### config.mk
export PLATFORM = sky130hd
export DESIGN_NAME = byte_to_hex_text_encoder_unit_flat
export DESIGN_NICKNAME = d
export VERILOG_FILES = /design/src/rtl/core/bhte_pkg.sv /design/src/rtl/core/bhte_if.sv /design/src/rtl/core/bhte_front.sv /design/src/rtl/core/bhte_queue.sv /design/src/rtl/core/bhte_back.sv /design/src/rtl/core/byte_to_hex_text_encoder_unit.sv /design/src/flat_wrapper.sv
export VERILOG_INCLUDE_DIRS = /design/src /design/src/rtl/core
export SDC_FILE = /design/constraint.sdc
export NUM_CORES = 1
export LEC_CHECK = 0
export BUFFER_PORTS_ARGS = -buffer_cell sky130_fd_sc_hd__buf_2
export CAP_MARGIN = 30
export CORE_UTILIZATION = 50
export CTS_CLUSTER_SIZE = 12
export DETAILED_ROUTE_END_ITERATION = 10
export MAX_ROUTING_LAYER = met4
export PLACE_DENSITY = 0.77
export SLEW_MARGIN = 20
export SYNTH_ARGS = -nofsm -noshare
export SYNTH_HDL_FRONTEND = slang
export SYNTH_SLANG_ARGS = --single-unit
### constraint.sdc
create_clock -name clk -period 2.6 [get_ports clk]
set_input_delay 0.13 -clock clk [delete_from_list [all_inputs] [get_ports clk]]
set_output_delay 0.13 -clock clk [all_outputs]
set_load 0.01 [all_outputs]
### src/rtl/core/byte_to_hex_text_encoder_unit_macros.svh
// Assertion macros of the hex text encoder RTL.
`ifndef BYTE_TO_HEX_TEXT_ENCODER_UNIT_MACROS_SVH
`define BYTE_TO_HEX_TEXT_ENCODER_UNIT_MACROS_SVH

`ifndef SYNTHESIS
// Same-cycle implication, sampled on clk, off during reset.
`define BHTE_ASSERT_IMPLIES(lbl, ante, cons, msg) \
    lbl: assert property (@(posedge clk) disable iff (!rst_n) (ante) |-> (cons)) \
        else $error(msg);
// Delayed implication, sampled on clk, off during reset.
`define BHTE_ASSERT_AFTER2(lbl, ante, cons, msg) \
    lbl: assert property (@(posedge clk) disable iff (!rst_n) (ante) |-> ##2 (cons)) \
        else $error(msg);
`else
`define BHTE_ASSERT_IMPLIES(lbl, ante, cons, msg)
`define BHTE_ASSERT_AFTER2(lbl, ante, cons, msg)
`endif

`endif

### src/rtl/core/bhte_pkg.sv
// Types, constants and a helper function of the hex text encoder.
package bhte_pkg;

    localparam int QUEUE_DEPTH = 2;
    localparam int QPTR_W      = (QUEUE_DEPTH > 1) ? $clog2(QUEUE_DEPTH) : 1;
    localparam int QCNT_W      = $clog2(QUEUE_DEPTH + 1);

    localparam int PADDR_W = 4;
    localparam int PDATA_W = 32;

    // Register indexes (paddr[3:2])
    localparam logic [1:0] REG_INSERT_SPACE   = 2'd0;
    localparam logic [1:0] REG_UPPERCASE      = 2'd1;
    localparam logic [1:0] REG_BYTES_PER_LINE = 2'd2;
    localparam logic [1:0] REG_EOL_MODE       = 2'd3;

    // Line end kinds
    localparam logic [1:0] EOL_CRLF = 2'd0;
    localparam logic [1:0] EOL_CR   = 2'd1;
    localparam logic [1:0] EOL_LF   = 2'd2;

    // Reset values
    localparam logic        RST_INSERT_SPACE   = 1'b0;
    localparam logic        RST_UPPERCASE      = 1'b1;
    localparam logic [15:0] RST_BYTES_PER_LINE = 16'd16;
    localparam logic [1:0]  RST_EOL_MODE       = EOL_CRLF;
    localparam logic [15:0] LINE_POS_START     = 16'd1;

    localparam logic [7:0] CHAR_CR    = 8'h0D;
    localparam logic [7:0] CHAR_LF    = 8'h0A;
    localparam logic [7:0] CHAR_SPACE = 8'h20;
    localparam logic [7:0] CHAR_ZERO  = 8'h30;
    localparam logic [7:0] CHAR_UP_A  = 8'h41;
    localparam logic [7:0] CHAR_LO_A  = 8'h61;

    // Character slots within one request
    localparam logic [1:0] SLOT_HI   = 2'd0;
    localparam logic [1:0] SLOT_LO   = 2'd1;
    localparam logic [1:0] SLOT_TAIL = 2'd2;
    localparam logic [1:0] SLOT_LF   = 2'd3;

    typedef struct packed {
        logic        insert_space;
        logic        uppercase;
        logic [15:0] bytes_per_line;
        logic [1:0]  eol_mode;
    } bhte_cfg_t;

    typedef struct packed {
        logic [7:0] data_byte;
        logic       uppercase;
        logic       ends_line;
        logic [1:0] eol_mode;
        logic [1:0] last_slot;
    } bhte_entry_t;

    typedef struct packed {
        logic [QCNT_W-1:0] count;
        logic              full;
        logic              empty;
    } bhte_qstat_t;

    function automatic logic [7:0] hex_digit(input logic [3:0] nib, input logic upper);
        logic [7:0] base;
        begin
            base = upper ? CHAR_UP_A : CHAR_LO_A;
            if (nib < 4'd10)
                hex_digit = CHAR_ZERO + {4'd0, nib};
            else
                hex_digit = base + {4'd0, nib - 4'd10};
        end
    endfunction

endpackage

### src/rtl/core/bhte_if.sv
// Stream interfaces of the hex text encoder: byte requests in, characters out.
interface bhte_in_if;
    logic       valid;
    logic       ready;
    logic [7:0] data_byte;
    logic       first_of_text;

    modport source (output valid, output data_byte, output first_of_text, input ready);
    modport sink   (input valid, input data_byte, input first_of_text, output ready);
endinterface

interface bhte_out_if;
    logic       valid;
    logic       ready;
    logic [7:0] out_char;
    logic       last_of_run;

    modport source (output valid, output out_char, output last_of_run, input ready);
    modport sink   (input valid, input out_char, input last_of_run, output ready);
endinterface

### src/rtl/core/bhte_front.sv
// Front end: accept byte requests, track line position, classify the tail.
module bhte_front
    import bhte_pkg::*;
(
    input  logic         clk,
    input  logic         rst_n,
    input  bhte_cfg_t    cfg,
    bhte_in_if.sink      in_ch,
    output logic         push_valid,
    input  logic         push_ready,
    output bhte_entry_t  push_entry,
    output logic [15:0]  line_pos
);

    logic [15:0] line_pos_reg;
    logic [15:0] line_pos_next;
    logic [15:0] pos_eff;
    logic        ends_line;
    logic        accept;

    assign in_ch.ready = push_ready;
    assign push_valid  = in_ch.valid;
    assign accept      = in_ch.valid && push_ready;
    assign line_pos    = line_pos_reg;

    always_comb
    begin
        pos_eff   = in_ch.first_of_text ? LINE_POS_START : line_pos_reg;
        ends_line = 1'b0;
        line_pos_next = pos_eff;
        if (cfg.bytes_per_line != 16'd0)
        begin
            if (pos_eff >= cfg.bytes_per_line)
            begin
                ends_line     = 1'b1;
                line_pos_next = LINE_POS_START;
            end
            else
            begin
                line_pos_next = pos_eff + 16'd1;
            end
        end
    end

    // Queue entry, with the index of the final character this byte produces
    always_comb
    begin
        push_entry.data_byte = in_ch.data_byte;
        push_entry.uppercase = cfg.uppercase;
        push_entry.ends_line = ends_line;
        push_entry.eol_mode  = cfg.eol_mode;
        if (!ends_line)
            push_entry.last_slot = cfg.insert_space ? SLOT_TAIL : SLOT_LO;
        else
        begin
            unique case (cfg.eol_mode)
                EOL_CRLF: push_entry.last_slot = SLOT_LF;
                EOL_CR:   push_entry.last_slot = SLOT_TAIL;
                EOL_LF:   push_entry.last_slot = SLOT_TAIL;
                default:  push_entry.last_slot = SLOT_LO;
            endcase
        end
    end

    always_ff @(posedge clk or negedge rst_n)
    begin
        if (!rst_n)
            line_pos_reg <= LINE_POS_START;
        else if (accept)
            line_pos_reg <= line_pos_next;
    end

endmodule

### src/rtl/core/bhte_queue.sv
// Short request queue between front and back ends.
module bhte_queue
    import bhte_pkg::*;
(
    input  logic         clk,
    input  logic         rst_n,
    input  logic         push_valid,
    output logic         push_ready,
    input  bhte_entry_t  push_entry,
    output logic         pop_valid,
    input  logic         pop_ready,
    output bhte_entry_t  pop_entry,
    output bhte_qstat_t  stat
);

    bhte_entry_t       mem_reg [QUEUE_DEPTH];
    logic [QPTR_W-1:0] wr_ptr_reg, wr_ptr_next;
    logic [QPTR_W-1:0] rd_ptr_reg, rd_ptr_next;
    logic [QCNT_W-1:0] count_reg, count_next;
    logic              do_push, do_pop;

    assign stat.count = count_reg;
    assign stat.full  = (count_reg == QCNT_W'(QUEUE_DEPTH));
    assign stat.empty = (count_reg == '0);

    assign push_ready = !stat.full;
    assign pop_valid  = !stat.empty;
    assign pop_entry  = mem_reg[rd_ptr_reg];
    assign do_push    = push_valid && push_ready;
    assign do_pop     = pop_valid && pop_ready;

    always_comb
    begin
        wr_ptr_next = wr_ptr_reg;
        rd_ptr_next = rd_ptr_reg;
        count_next  = count_reg;
        if (do_push)
            wr_ptr_next = (wr_ptr_reg == QPTR_W'(QUEUE_DEPTH - 1)) ? '0 : wr_ptr_reg + 1'b1;
        if (do_pop)
            rd_ptr_next = (rd_ptr_reg == QPTR_W'(QUEUE_DEPTH - 1)) ? '0 : rd_ptr_reg + 1'b1;
        if (do_push && !do_pop)
            count_next = count_reg + 1'b1;
        else if (do_pop && !do_push)
            count_next = count_reg - 1'b1;
    end

    always_ff @(posedge clk or negedge rst_n)
    begin
        if (!rst_n)
        begin
            wr_ptr_reg <= '0;
            rd_ptr_reg <= '0;
            count_reg  <= '0;
        end
        else
        begin
            wr_ptr_reg <= wr_ptr_next;
            rd_ptr_reg <= rd_ptr_next;
            count_reg  <= count_next;
        end
    end

    always_ff @(posedge clk)
    begin
        if (do_push)
            mem_reg[wr_ptr_reg] <= push_entry;
    end

endmodule

### src/rtl/core/bhte_back.sv
// Back end: step through the characters of the head request, one per cycle while the sink is ready.
module bhte_back
    import bhte_pkg::*;
(
    input  logic         clk,
    input  logic         rst_n,
    input  logic         q_valid,
    output logic         q_pop,
    input  bhte_entry_t  q_entry,
    bhte_out_if.source   out_ch
);

    logic [1:0] slot_reg, slot_next;
    logic       out_valid_reg, out_valid_next;
    logic [7:0] out_char_reg;
    logic       out_last_reg;
    logic [7:0] char_now;
    logic       last_now;
    logic       load;

    assign out_ch.valid       = out_valid_reg;
    assign out_ch.out_char    = out_char_reg;
    assign out_ch.last_of_run = out_last_reg;

    assign load     = q_valid && (!out_valid_reg || out_ch.ready);
    assign last_now = (slot_reg == q_entry.last_slot);
    assign q_pop    = load && last_now;

    always_comb
    begin
        unique case (slot_reg)
            SLOT_HI:   char_now = hex_digit(q_entry.data_byte[7:4], q_entry.uppercase);
            SLOT_LO:   char_now = hex_digit(q_entry.data_byte[3:0], q_entry.uppercase);
            SLOT_TAIL: char_now = !q_entry.ends_line ? CHAR_SPACE :
                                  (q_entry.eol_mode == EOL_LF) ? CHAR_LF : CHAR_CR;
            SLOT_LF:   char_now = CHAR_LF;
            default:   char_now = CHAR_LF;
        endcase
    end

    always_comb
    begin
        slot_next      = slot_reg;
        out_valid_next = out_valid_reg;
        if (load)
        begin
            out_valid_next = 1'b1;
            slot_next      = last_now ? SLOT_HI : slot_reg + 2'd1;
        end
        else if (out_ch.ready)
            out_valid_next = 1'b0;
    end

    always_ff @(posedge clk or negedge rst_n)
    begin
        if (!rst_n)
        begin
            slot_reg      <= SLOT_HI;
            out_valid_reg <= 1'b0;
        end
        else
        begin
            slot_reg      <= slot_next;
            out_valid_reg <= out_valid_next;
        end
    end

    always_ff @(posedge clk)
    begin
        if (load)
        begin
            out_char_reg <= char_now;
            out_last_reg <= last_now;
        end
    end

endmodule

### src/rtl/core/byte_to_hex_text_encoder_unit.sv
// Top level of the byte to ASCII hex text encoder.
//
//  channel  | dir | handshake       | payload
//  ---------+-----+-----------------+------------------------------------
//  in_ch    | in  | valid / ready   | data_byte[7:0], first_of_text
//  out_ch   | out | valid / ready   | out_char[7:0], last_of_run
//  apb      | in  | psel / penable  | paddr[3:0], pwdata/prdata[31:0]
//
// Each byte request yields 2 to 4 characters, one per cycle while the sink
// is ready, so the back-end character sequencer sets the sustained input
// rate. On an idle block the request is first written into the queue, and
// the back end then loads the first character into the output register.
// Reset clears the line position to 1, empties the queue and loads the
// register defaults. A two-entry queue lets the front keep taking requests
// while the output register waits on a stalled sink.
`include "byte_to_hex_text_encoder_unit_macros.svh"

module byte_to_hex_text_encoder_unit
    import bhte_pkg::*;
(
    input  logic               clk,
    input  logic               rst_n,
    input  logic               psel,
    input  logic               penable,
    input  logic               pwrite,
    input  logic [PADDR_W-1:0] paddr,
    input  logic [PDATA_W-1:0] pwdata,
    output logic [PDATA_W-1:0] prdata,
    output logic               pready,
    bhte_in_if.sink            in_ch,
    bhte_out_if.source         out_ch
);

    bhte_cfg_t   cfg_reg;
    bhte_entry_t push_entry, pop_entry;
    bhte_qstat_t q_stat;
    logic        push_valid, push_ready;
    logic        pop_valid, pop_ready;
    logic        cfg_write;
    logic [1:0]  reg_idx;
    logic [15:0] line_pos;
    logic        idle_take;

    // Register file: pready held high, word index in paddr[3:2]
    assign pready    = 1'b1;
    assign reg_idx   = paddr[3:2];
    assign cfg_write = psel && penable && pwrite && pready;

    always_ff @(posedge clk or negedge rst_n)
    begin
        if (!rst_n)
        begin
            cfg_reg.insert_space   <= RST_INSERT_SPACE;
            cfg_reg.uppercase      <= RST_UPPERCASE;
            cfg_reg.bytes_per_line <= RST_BYTES_PER_LINE;
            cfg_reg.eol_mode       <= RST_EOL_MODE;
        end
        else if (cfg_write)
        begin
            unique case (reg_idx)
                REG_INSERT_SPACE:   cfg_reg.insert_space   <= pwdata[0];
                REG_UPPERCASE:      cfg_reg.uppercase      <= pwdata[0];
                REG_BYTES_PER_LINE: cfg_reg.bytes_per_line <= pwdata[15:0];
                REG_EOL_MODE:       cfg_reg.eol_mode       <= pwdata[1:0];
                default:            cfg_reg.eol_mode       <= cfg_reg.eol_mode;
            endcase
        end
    end

    // Read back, zero-extended to the bus width
    always_comb
    begin
        unique case (reg_idx)
            REG_INSERT_SPACE:   prdata = {{(PDATA_W-1){1'b0}}, cfg_reg.insert_space};
            REG_UPPERCASE:      prdata = {{(PDATA_W-1){1'b0}}, cfg_reg.uppercase};
            REG_BYTES_PER_LINE: prdata = {{(PDATA_W-16){1'b0}}, cfg_reg.bytes_per_line};
            REG_EOL_MODE:       prdata = {{(PDATA_W-2){1'b0}}, cfg_reg.eol_mode};
            default:            prdata = '0;
        endcase
    end

    // Front: take the request, advance the line position, decide the tail
    bhte_front u_front (
        .clk        (clk),
        .rst_n      (rst_n),
        .cfg        (cfg_reg),
        .in_ch      (in_ch),
        .push_valid (push_valid),
        .push_ready (push_ready),
        .push_entry (push_entry),
        .line_pos   (line_pos)
    );

    // Decouple the two ends
    bhte_queue u_queue (
        .clk        (clk),
        .rst_n      (rst_n),
        .push_valid (push_valid),
        .push_ready (push_ready),
        .push_entry (push_entry),
        .pop_valid  (pop_valid),
        .pop_ready  (pop_ready),
        .pop_entry  (pop_entry),
        .stat       (q_stat)
    );

    // Back: emit the characters through the output register
    bhte_back u_back (
        .clk     (clk),
        .rst_n   (rst_n),
        .q_valid (pop_valid),
        .q_pop   (pop_ready),
        .q_entry (pop_entry),
        .out_ch  (out_ch)
    );

    // Request taken while nothing is queued and the output register is empty
    assign idle_take = in_ch.valid && in_ch.ready && q_stat.empty && !out_ch.valid;

    `BHTE_ASSERT_IMPLIES(a_line_pos_nonzero, 1'b1, line_pos != 16'd0, "line position hit zero")
    `BHTE_ASSERT_IMPLIES(a_queue_bound, 1'b1, q_stat.count <= QCNT_W'(QUEUE_DEPTH), "queue overrun")
    `BHTE_ASSERT_AFTER2(a_first_char_latency, idle_take, out_ch.valid, "late first character")

endmodule
### src/flat_wrapper.sv
// flat-port wrapper written by rule: the top's interface ports become plain ports
module byte_to_hex_text_encoder_unit_flat import bhte_pkg::*;
  (clk, rst_n, psel, penable, pwrite, paddr, pwdata, prdata, pready, in_ch_valid, in_ch_data_byte, in_ch_first_of_text, in_ch_ready, out_ch_valid, out_ch_out_char, out_ch_last_of_run, out_ch_ready);
  bhte_in_if in_ch_i ();
  bhte_out_if out_ch_i ();
  input  logic clk;
  input  logic rst_n;
  input  logic psel;
  input  logic penable;
  input  logic pwrite;
  input  logic [PADDR_W-1:0] paddr;
  input  logic [PDATA_W-1:0] pwdata;
  output logic [PDATA_W-1:0] prdata;
  output logic pready;
  input wire logic [$bits(in_ch_i.valid)-1:0] in_ch_valid;
  input wire logic [$bits(in_ch_i.data_byte)-1:0] in_ch_data_byte;
  input wire logic [$bits(in_ch_i.first_of_text)-1:0] in_ch_first_of_text;
  output wire logic [$bits(in_ch_i.ready)-1:0] in_ch_ready;
  output wire logic [$bits(out_ch_i.valid)-1:0] out_ch_valid;
  output wire logic [$bits(out_ch_i.out_char)-1:0] out_ch_out_char;
  output wire logic [$bits(out_ch_i.last_of_run)-1:0] out_ch_last_of_run;
  input wire logic [$bits(out_ch_i.ready)-1:0] out_ch_ready;
  assign in_ch_i.valid = in_ch_valid;
  assign in_ch_i.data_byte = in_ch_data_byte;
  assign in_ch_i.first_of_text = in_ch_first_of_text;
  assign in_ch_ready = in_ch_i.ready;
  assign out_ch_valid = out_ch_i.valid;
  assign out_ch_out_char = out_ch_i.out_char;
  assign out_ch_last_of_run = out_ch_i.last_of_run;
  assign out_ch_i.ready = out_ch_ready;
  byte_to_hex_text_encoder_unit u_core (.clk(clk), .rst_n(rst_n), .psel(psel), .penable(penable), .pwrite(pwrite), .paddr(paddr), .pwdata(pwdata), .prdata(prdata), .pready(pready), .in_ch(in_ch_i), .out_ch(out_ch_i));
endmodule
==> results of run 1 <==
[worst max-delay path: stages (launching register included)]
cell	delay, ns
dfstp_2	0.54
nor2_1	0.05
ha_1	0.28
nand2b_1	0.09
a21oi_1	0.07
maj3_1	0.37
o31ai_2	0.24
buf_4	0.17
a211oi_4	0.10
buf_4	0.16
a21o_1	0.15
a32o_1	0.19
[power by group through the flow]
stage                     registers (mW)  clock network [mW]  logic [mW]
after floorplan                     1.97                   0        1.26
after global placement              1.97                   0        1.70
after detailed placement            1.98                   0        1.76
after CTS                           1.96               0.863        1.81
final                               1.95               0.841        1.82
after global routing                2.00               0.908        2.02
[area by class of cell]
type                            count  area, um^2
Fill cell                         683        3360
Multi-Input combinational cell    315        2190
Sequential cell                    79        2160
Timing Repair Buffer              100         676
Clock buffer                       10         138
Tap cell                          108         135
Inverter                           28         105
Clock inverter                      6        42.5
[layout by cell type, fill, tap and decap left out, types with 21 or more instances in the layout]
cell type,count
buf_2,58
dfrtp_1,40
dlygate4sd3_1,23
edfxtp_1,36
ha_1,28
inv_1,26
nand2_1,43
nor2_1,21
[routing by layer]
metal / track usage (%) / vias up
li1: - / 1724
met5: - / -
met3: 5.04 / 20
met2: 38.4 / 102
met1: 24.6 / 1688
met4: 7.81 / 0
[final timing paths]
| path | cells after the start | start | slack [ns] | to |
|---|---|---|---|---|
| min in group asynchronous | 2 | rst_n | 0.33 | u_core.cfg_reg[10]$_DFFE_PN0P_ |
| max reg2reg | 11 | u_core.u_front.line_pos[0]$_DFFE_PN1P_ | 0.08 | u_core.u_front.line_pos[4]$_DFFE_PN0P_ |
| min reg2reg | 1 | u_core.u_queue.wr_ptr_reg$_DFFE_PN0P_ | 0.49 | u_core.u_queue.wr_ptr_reg$_DFFE_PN0P_ |
| min | 3 | pwdata[1] | 0.03 | u_core.cfg_reg[3]$_DFFE_PN0P_ |
| max | 11 | u_core.u_front.line_pos[0]$_DFFE_PN1P_ | 0.08 | u_core.u_front.line_pos[4]$_DFFE_PN0P_ |
| max in group asynchronous | 2 | rst_n | 1.88 | u_core.cfg_reg[6]$_DFFE_PN1P_ |
[metrics by stage]
stage / setup TNS [ns] / cells / cell area (um^2)
4_1_cts: 0 / 644 / 5410
3_5_place_dp: 0 / 605 / 5000
2_1_floorplan: 0 / 454 / 4630
6_report: 0 / 646 / 5450
5_1_grt: -0.146 / 646 / 5450
3_3_place_gp: 0 / 605 / 5000
[synthesized netlist by cell type (2+ instances only)]
cell	number	area share (%)
nand3_1	14	1.5
mux2i_1	9	2.0
conb_1	2	0.16
nand4_1	4	0.55
nor2_1	21	1.7
xor2_1	6	1.1
o311ai_2	2	0.71
clkbuf_1	10	0.82
o21ai_1	5	0.55
a21oi_1	16	1.8
nor4_1	2	0.27
inv_1	26	2.1
o21ai_0	18	2.0
buf_4	18	3.0
a31oi_1	10	1.4
edfxtp_1	36	24
dfrtp_1	40	22
buf_2	3	0.33
o31ai_2	2	0.55
xnor2_1	6	1.1
ha_1	28	7.7
nand2b_1	6	0.82
mux2_2	11	2.7
a21oi_2	2	0.38
and2_4	2	0.38
o22ai_1	6	0.82
a21o_1	3	0.49
dfstp_2	3	1.7
o31ai_1	7	1.1
and3_1	4	0.55
nand2_1	44	3.6
nor2b_1	15	2.1
nor3_1	19	2.1
a2111oi_0	2	0.38
and2_1	8	1.1
nor4_4	4	1.9
[cell families after synthesis]
kind of cell / after synthesis / share of synthesized area (%)
xor gates and xnor gates: 12 / 2.30
DFF: 79 / 47.3
AOI/OAI and AO/OA: 85 / 12.6
muxes: 21 / 5.17
other: 2 / 0.164
and+or+nand+nor: 150 / 17.9
adders and majority gates: 29 / 7.88
buffers and inverters: 60 / 6.65
[what timing repair did]
item / in CTS / in global routing
buffers inserted: 0 / 3
endpoints found under the setup margin: 0 / 12
resized for setup: 0 / 3
hold buffers: 23 / 0
hold endpoints to repair: 70 / 0
==> impl_metrics.ini, run 1 <==
[outcome]
outcome = complete, but fails checks
failed_checks = DRC

[yosys]
netlist_area_um2 = 4570
synth_cell_types = 60
async_reset_ff_share_pct = 54.4
avgSynthCellArea_um2 = 10.4
synth_ff_type = dfrtp_1
yosysWarnings = 0
synth_edf_count = 36
synth_seq_cells = 79
syn_inst = 438
synth-seq-area-share_pct = 47.3

[route]
routed_wire_length_per_instance_um = 14.8
drt-met1-wl_um = 4000
met3_wirelength_um = 397
viasPerCell = 5.47
met2_length_um = 4950
routed_wl_um = 9570
vias = 3534
drc = 10
highest_layer = met4
ant_nets = 0
drt_iter0_drc = 225
dr.pass1.iters = 9

[grt]
antenna_found_initial = 0
track_usage_pct = 22.0
grt_pass1_vias = 3547
grt_overflow = 0
grt_pass1_wl_um = 16200
grt_max_degree = 44

[placement]
preCtsSetupSlack_ns = 0.0410
gp_congestion = 0.846
port_buffers = 59
hpwl_um = 6840

[timing]
tightestPinTransition_ns = 0.718
setup_ws_ns = 0.0791
finClkSkew_ns = 0.0129
finalCritPeriodShare_pct = 97.0
period_needed_ns = 2.52
fmax_mhz = 397
slew_violations = 0
grt_setup_unrepaired = yes
finalHoldViolCount = 0
fin_hold_ws_ns = 0.0318
slew-limit-headroom_pct = 52.2
setup_viol = 0

[final_layout]
fin_util_pct = 61.9
area_delta_synth_final_pct = 19.2
fin_nets = 613
n_antenna_cell = 0
drive_gt1_share_pct = 23.8
largest_reg_flops = 28

[setup_path]
critPathMaxFanout = 6
critical_path_required_ns = 2.84
cp.arrival_ns = 2.76
critPathKind = reg2reg
endpoint_kind = flop
critPathLaunchType = flop

[die]
die_width_um = 97.6
ioPinCount = 96
initial_utilization_pct = 51.9
core_area_um2 = 8810
die_h_um = 97.6
die_area_um2 = 9530
rows = 34

[clock_network]
cts_tree = built
clk_pin_slew_ns = 0.08
clock_path_buffers = 2
cts_made_buffers = 9
cts_sinks = 79
insertion_delay_ns = 0.35
htreeDepth = 3
root_buffer = clkbuf_8

[pwr]
powerDensity_nw_per_um2 = 846
clkPwrFrac_pct = 18.2
power_mw = 4.61
peakVddDrop_mv = 0.417
power_switching_mw = 1.74
p_leak_nw = 2.41
seqPwrFrac_pct = 42.4
p_int_mw = 2.87
swShare_pct = 37.7
combPwrFrac_pct = 39.4

[job]
maxCapViolCount = 0

[hold_path]
hold_path_class = in2reg
(Power assumes the default switching activity.)
==> inputs of run 2 (changes only) <==
==> constraint.sdc (replaced) <==
create_clock -name clk -period 2.6 [get_ports clk]
set_input_delay 0.78 -clock clk [delete_from_list [all_inputs] [get_ports clk]]
set_output_delay 0.78 -clock clk [all_outputs]
set_load 0.01 [all_outputs]
==> impl_metrics.ini, run 2 (synthesis results as in run 1) <==
[outcome]
outcome = complete, but fails checks
failed_checks = DRC

[timing]
period_needed_ns = 2.53
fin_hold_ws_ns = 0.384
tightestPinTransition_ns = 0.667
finalCritPeriodShare_pct = 97.5
setup_viol = 0
fmax_mhz = 395
slew-limit-headroom_pct = 55.5
finClkSkew_ns = 0.00750
finalHoldViolCount = 0
setup_ws_ns = 0.0657
slew_violations = 0

[setup_path]
r2r_slack_ns = 0.09
endpoint_kind = flop
cp.arrival_ns = 2.78
cp_cell_sequence = buf_4, buf_12, nor2b_1, ha_1, nand3_2, buf_4, o31ai_4, a211oi_4, buf_6, buf_4, a21o_1, a32o_1
cp.depth = 12
critical_path_required_ns = 2.84
critical-path-top-delay-family = compound AO/OA/AOI/OAI gates
critPathKind = in2reg
critPathLaunchType = input port
critPathLaunch = in_ch_first_of_text
crit_top_cell = buf_4
critPathMaxFanout = 13
crit_buf_inv = 5
r2r-start = u_core.u_front.line_pos[0]$_DFFE_PN1P_
ff2ff_path_depth = 11
worst_path_max_delay_cell = o31ai_4
cpPeakStageDelay_ns = 0.36

[clock_network]
cts_sinks = 79
clock_path_buffers = 2
cts_tree = built
insertion_delay_ns = 0.35
root_buffer = clkbuf_8
htreeDepth = 3
cts_made_buffers = 9
clk_pin_slew_ns = 0.09

[die]
core_area_um2 = 8810
rows = 34
die_width_um = 97.6
ioPinCount = 96
initial_utilization_pct = 51.9
die_h_um = 97.6
die_area_um2 = 9530

[pwr]
p_leak_nw = 2.40
swShare_pct = 36.9
p_int_mw = 3.06
power_mw = 4.85
combPwrFrac_pct = 38.3
powerDensity_nw_per_um2 = 896
clkPwrFrac_pct = 20.9
peakVddDrop_mv = 0.371
seqPwrFrac_pct = 40.8
power_switching_mw = 1.79

[route]
routed_wire_length_per_instance_um = 15.3
dr.pass1.iters = 8
vias = 3488
ant_nets = 0
drc = 10
drt_iter0_drc = 192
routed_wl_um = 9630
viasPerCell = 5.53

[placement]
preCtsSetupSlack_ns = -0.398
gp_congestion = 0.858
hpwl_um = 6980
port_buffers = 59
place_inst = 611

[job]
maxCapViolCount = 0

[final_layout]
final_cell_mix = 58 x buf_2, 43 x nand2_1, 40 x dfrtp_1
drive_gt1_share_pct = 27.9
area_delta_synth_final_pct = 18.3
fin_nets = 598
n_antenna_cell = 0
fill_cells = 722
multi_input_area_um2 = 2260
fin_cells = 631
largest_reg_flops = 28
regArea_um2 = 2160
mostFrequentLayoutCell = buf_2

[grt]
grt_overflow = 0
antenna_found_initial = 0
track_usage_pct = 22.1
grt_pass1_vias = 3601
grt_pass1_wl_um = 16300
grt_max_degree = 44

[hold_path]
hold_path_class = in2async
## run 2: timing repair
action,4_1_cts,5_1_grt
pin swaps,2,6
gates resized for setup,6,10
hold buffers,0,0
buffers inserted,1,3
endpoints found under the setup margin,14,15
## run 2: layout make-up
cell class              instances  area share, %
clock buffers                   9           2.29
inverters                      28           1.94
clock inverters                 7           1.73
well taps                     108           2.50
multi-input cells             315           41.8
flip-flops and latches         79           39.9
repair buffers                 85           9.78
## run 2: power by group through the flow
stage	registers (mW)	clock network, mW	logic [mW]
6_report	1.98	1.01	1.86
5_1_grt	2.01	1.08	2.07
4_1_cts	1.98	1.03	1.81
3_5_place_dp	2.00	0	1.78
3_3_place_gp	1.99	0	1.71
2_1_floorplan	1.98	0	1.29
## run 2: per-layer routing
metal  global-route usage, %  routed length (um)  vias up
li1                        -                   -     1695
met1                    24.1                3930     1670
met2                    39.4                5100       95
met3                    2.81                 274       28
met4                    11.5                 314        0
met5                       -                   0        -
## run 2: worst paths after layout
kind	to
max in group asynchronous	u_core.u_front.line_pos[0]$_DFFE_PN1P_
min reg2reg	u_core.u_front.line_pos[15]$_DFFE_PN0P_
max	u_core.u_front.line_pos[4]$_DFFE_PN0P_
min in group clk	u_core.u_front.line_pos[15]$_DFFE_PN0P_
max reg2reg	u_core.u_front.line_pos[4]$_DFFE_PN0P_
min	u_core.cfg_reg[14]$_DFFE_PN0P_
## run 2: through the flow
step | cell area (um^2) | util, % | setup TNS, ns
2_1_floorplan | 4710 | - | -0.935
3_3_place_gp | 5100 | 57.9 | -3.75
3_5_place_dp | 5100 | 57.9 | -6.50
4_1_cts | 5350 | 60.7 | -0.00357
5_1_grt | 5410 | 61.4 | -0.00588
6_report | 5410 | 61.4 | 0
==> inputs of run 3 (changes only) <==
ABC_AREA = 1   (was unset)
TNS_END_PERCENT = 10   (was unset)
==> impl_metrics.ini, run 3 <==
[setup_path]
cp.arrival_ns = 1.68
cpPeakStageDelay_ns = 0.29
critPathLaunchType = input port
critPathKind = in2out
critPathLaunch = paddr[3]
endpoint_kind = output port
crit_top_cell = buf_2
critPathMaxFanout = 14
r2r-start = u_core.u_queue.rd_ptr_reg$_DFFE_PN0P_
critical_path_required_ns = 1.82
worst_path_max_delay_cell = or2_1
cp_cell_sequence = buf_2, inv_1, or2_1, buf_4, nor2_1, buf_2

[die]
die_h_um = 98.2
rows = 34
ioPinCount = 96
die_width_um = 98.2
die_area_um2 = 9650
initial_utilization_pct = 52.3
core_area_um2 = 8850

[grt]
grt_pass1_wl_um = 16200
track_usage_pct = 22.3
antenna_found_initial = 0
grt_overflow = 0
grt_max_degree = 44
grt_pass1_vias = 3557

[final_layout]
multi_input_area_um2 = 2030
fill_cells = 779
largest_reg_flops = 28
final_cell_mix = 125 x nand2_1, 72 x inv_1, 67 x nor2_1
n_antenna_cell = 0
drive_gt1_share_pct = 18.5
area_delta_synth_final_pct = 14.7
fin_nets = 719
mostFrequentLayoutCell = nand2_1
regArea_um2 = 2160
fin_cells = 752

[route]
ant_nets = 0
drt_iter0_drc = 178
dr.pass1.iters = 8
drc = 10
met2_length_um = 4840
routed_wl_um = 9870
met3_wirelength_um = 504
vias = 3836
viasPerCell = 5.10
highest_layer = met4
routed_wire_length_per_instance_um = 13.1
drt-met1-wl_um = 4260

[placement]
preCtsSetupSlack_ns = -0.103
gp_congestion = 0.903
place_inst = 736
hpwl_um = 7330
port_buffers = 59

[yosys]
synth_ff_type = dfrtp_1
synth_cell_types = 42
yosysWarnings = 0
netlist_top_cells_area = edfxtp_1 23%, dfrtp_1 22%, nand2_1 10%
async_reset_ff_share_pct = 54.4
synth_top_area_share_pct = 23.4
synth_most_common_cell = nand2_1
netlist_area_um2 = 4630
synth-seq-area-share_pct = 46.7
synth_seq_cells = 79
synth_edf_count = 36
synth_common_cells = 125 x nand2_1, 72 x inv_1, 67 x nor2_1
syn_inst = 563
synth_top_area_cell = edfxtp_1
avgSynthCellArea_um2 = 8.22

[outcome]
outcome = complete, but fails checks
failed_checks = DRC

[timing]
finClkSkew_ns = 0.00902
tightestPinTransition_ns = 0.555
period_needed_ns = 2.46
setup_ws_ns = 0.137
finalHoldViolCount = 0
fmax_mhz = 406
finalCritPeriodShare_pct = 94.7
slew_violations = 0
fin_hold_ws_ns = 0.475
slew-limit-headroom_pct = 63.0
setup_viol = 0
grt_setup_unrepaired = no

[clock_network]
cts_tree = built
clk_pin_slew_ns = 0.08
cts_sinks = 79
cts_hold_buf = 0
post_cts_resized = 0
clock_path_buffers = 2
root_buffer = clkbuf_8
htreeDepth = 3
insertion_delay_ns = 0.36
cts_made_buffers = 9
post_cts_buffers = 0

[pwr]
p_int_mw = 2.90
swShare_pct = 38.7
p_leak_nw = 2.56
powerDensity_nw_per_um2 = 891
combPwrFrac_pct = 39.5
power_switching_mw = 1.83
clkPwrFrac_pct = 20.4
peakVddDrop_mv = 0.323
power_mw = 4.73
seqPwrFrac_pct = 40.2

[job]
maxCapViolCount = 0

[hold_path]
hold_path_class = in2async
run 3: changes by cell type in the layout (fill, tap and decap cells not counted), sizes merged, moves of 13 or more:
cell	change
o21ai	+29
nor2	+52
inv	+48
nor2b	-15
nor3	-16
nand3	+13
nand2	+82
run 3: cells by family (layout without fill, tap and decap cells):
kind of cell,Yosys count,in the layout,synth area share [%]
compound gates,91,91,10.8
xor+xnor,8,8,1.51
buf+inv,109,174,10.7
other cells,2,18,0.162
simple gates,244,244,22.1
fa+ha+maj,28,28,7.57
mux,2,2,0.460
flops,79,79,46.7
run 3: layout make-up:
cell class	count	share of cell area, %
tap	108	2.55
sequential	79	40.7
multi-input combinational	391	38.3
timing repair buffer	80	9.00
clock inverter	4	1.04
inverter	78	5.51
clock buffer	12	2.92
run 3: power by group through the flow:
stage	registers [mW]	clock network, mW	logic (mW)
floorplan	1.93	0	1.31
global placement	1.91	0	1.74
detailed placement	1.93	0	1.85
CTS	1.90	0.980	1.86
global route	1.93	1.03	2.11
finish	1.90	0.963	1.87
run 3: path summary, 6_finish.rpt:
check	endpoint	slack (ns)	cells after the start
min	u_core.u_front.line_pos[12]$_DFFE_PN0P_	0.48	2
max reg2reg	u_core.u_queue.count_reg[1]$_DFFE_PN0P_	0.50	11
max in group asynchronous	u_core.u_front.line_pos[0]$_DFFE_PN1P_	1.72	2
max	prdata[3]	0.14	6
min reg2reg	u_core.u_front.line_pos[12]$_DFFE_PN0P_	0.49	2
min in group clk	u_core.u_front.line_pos[12]$_DFFE_PN0P_	0.49	2
run 3: critical path, delay by kind of cell:
kind	cells	cell delay (ns)
buf+inv	4	0.51
simple gates	2	0.39
run 3: layer usage:
layer | vias up | track usage (%)
li1 | 1939 | -
met1 | 1741 | 25.9
met2 | 132 | 37.9
met3 | 24 | 3.87
met4 | 0 | 9.99
met5 | - | -
run 3: metrics by stage:
step                util, %  TNS, ns  area [um^2]
CTS                    60.0        0         5310
detailed placement     57.6   -0.698         5100
finish                 60.0        0         5310
global placement       57.6  -0.0376         5100
floorplan                 -        0         4690
global route           60.0        0         5310
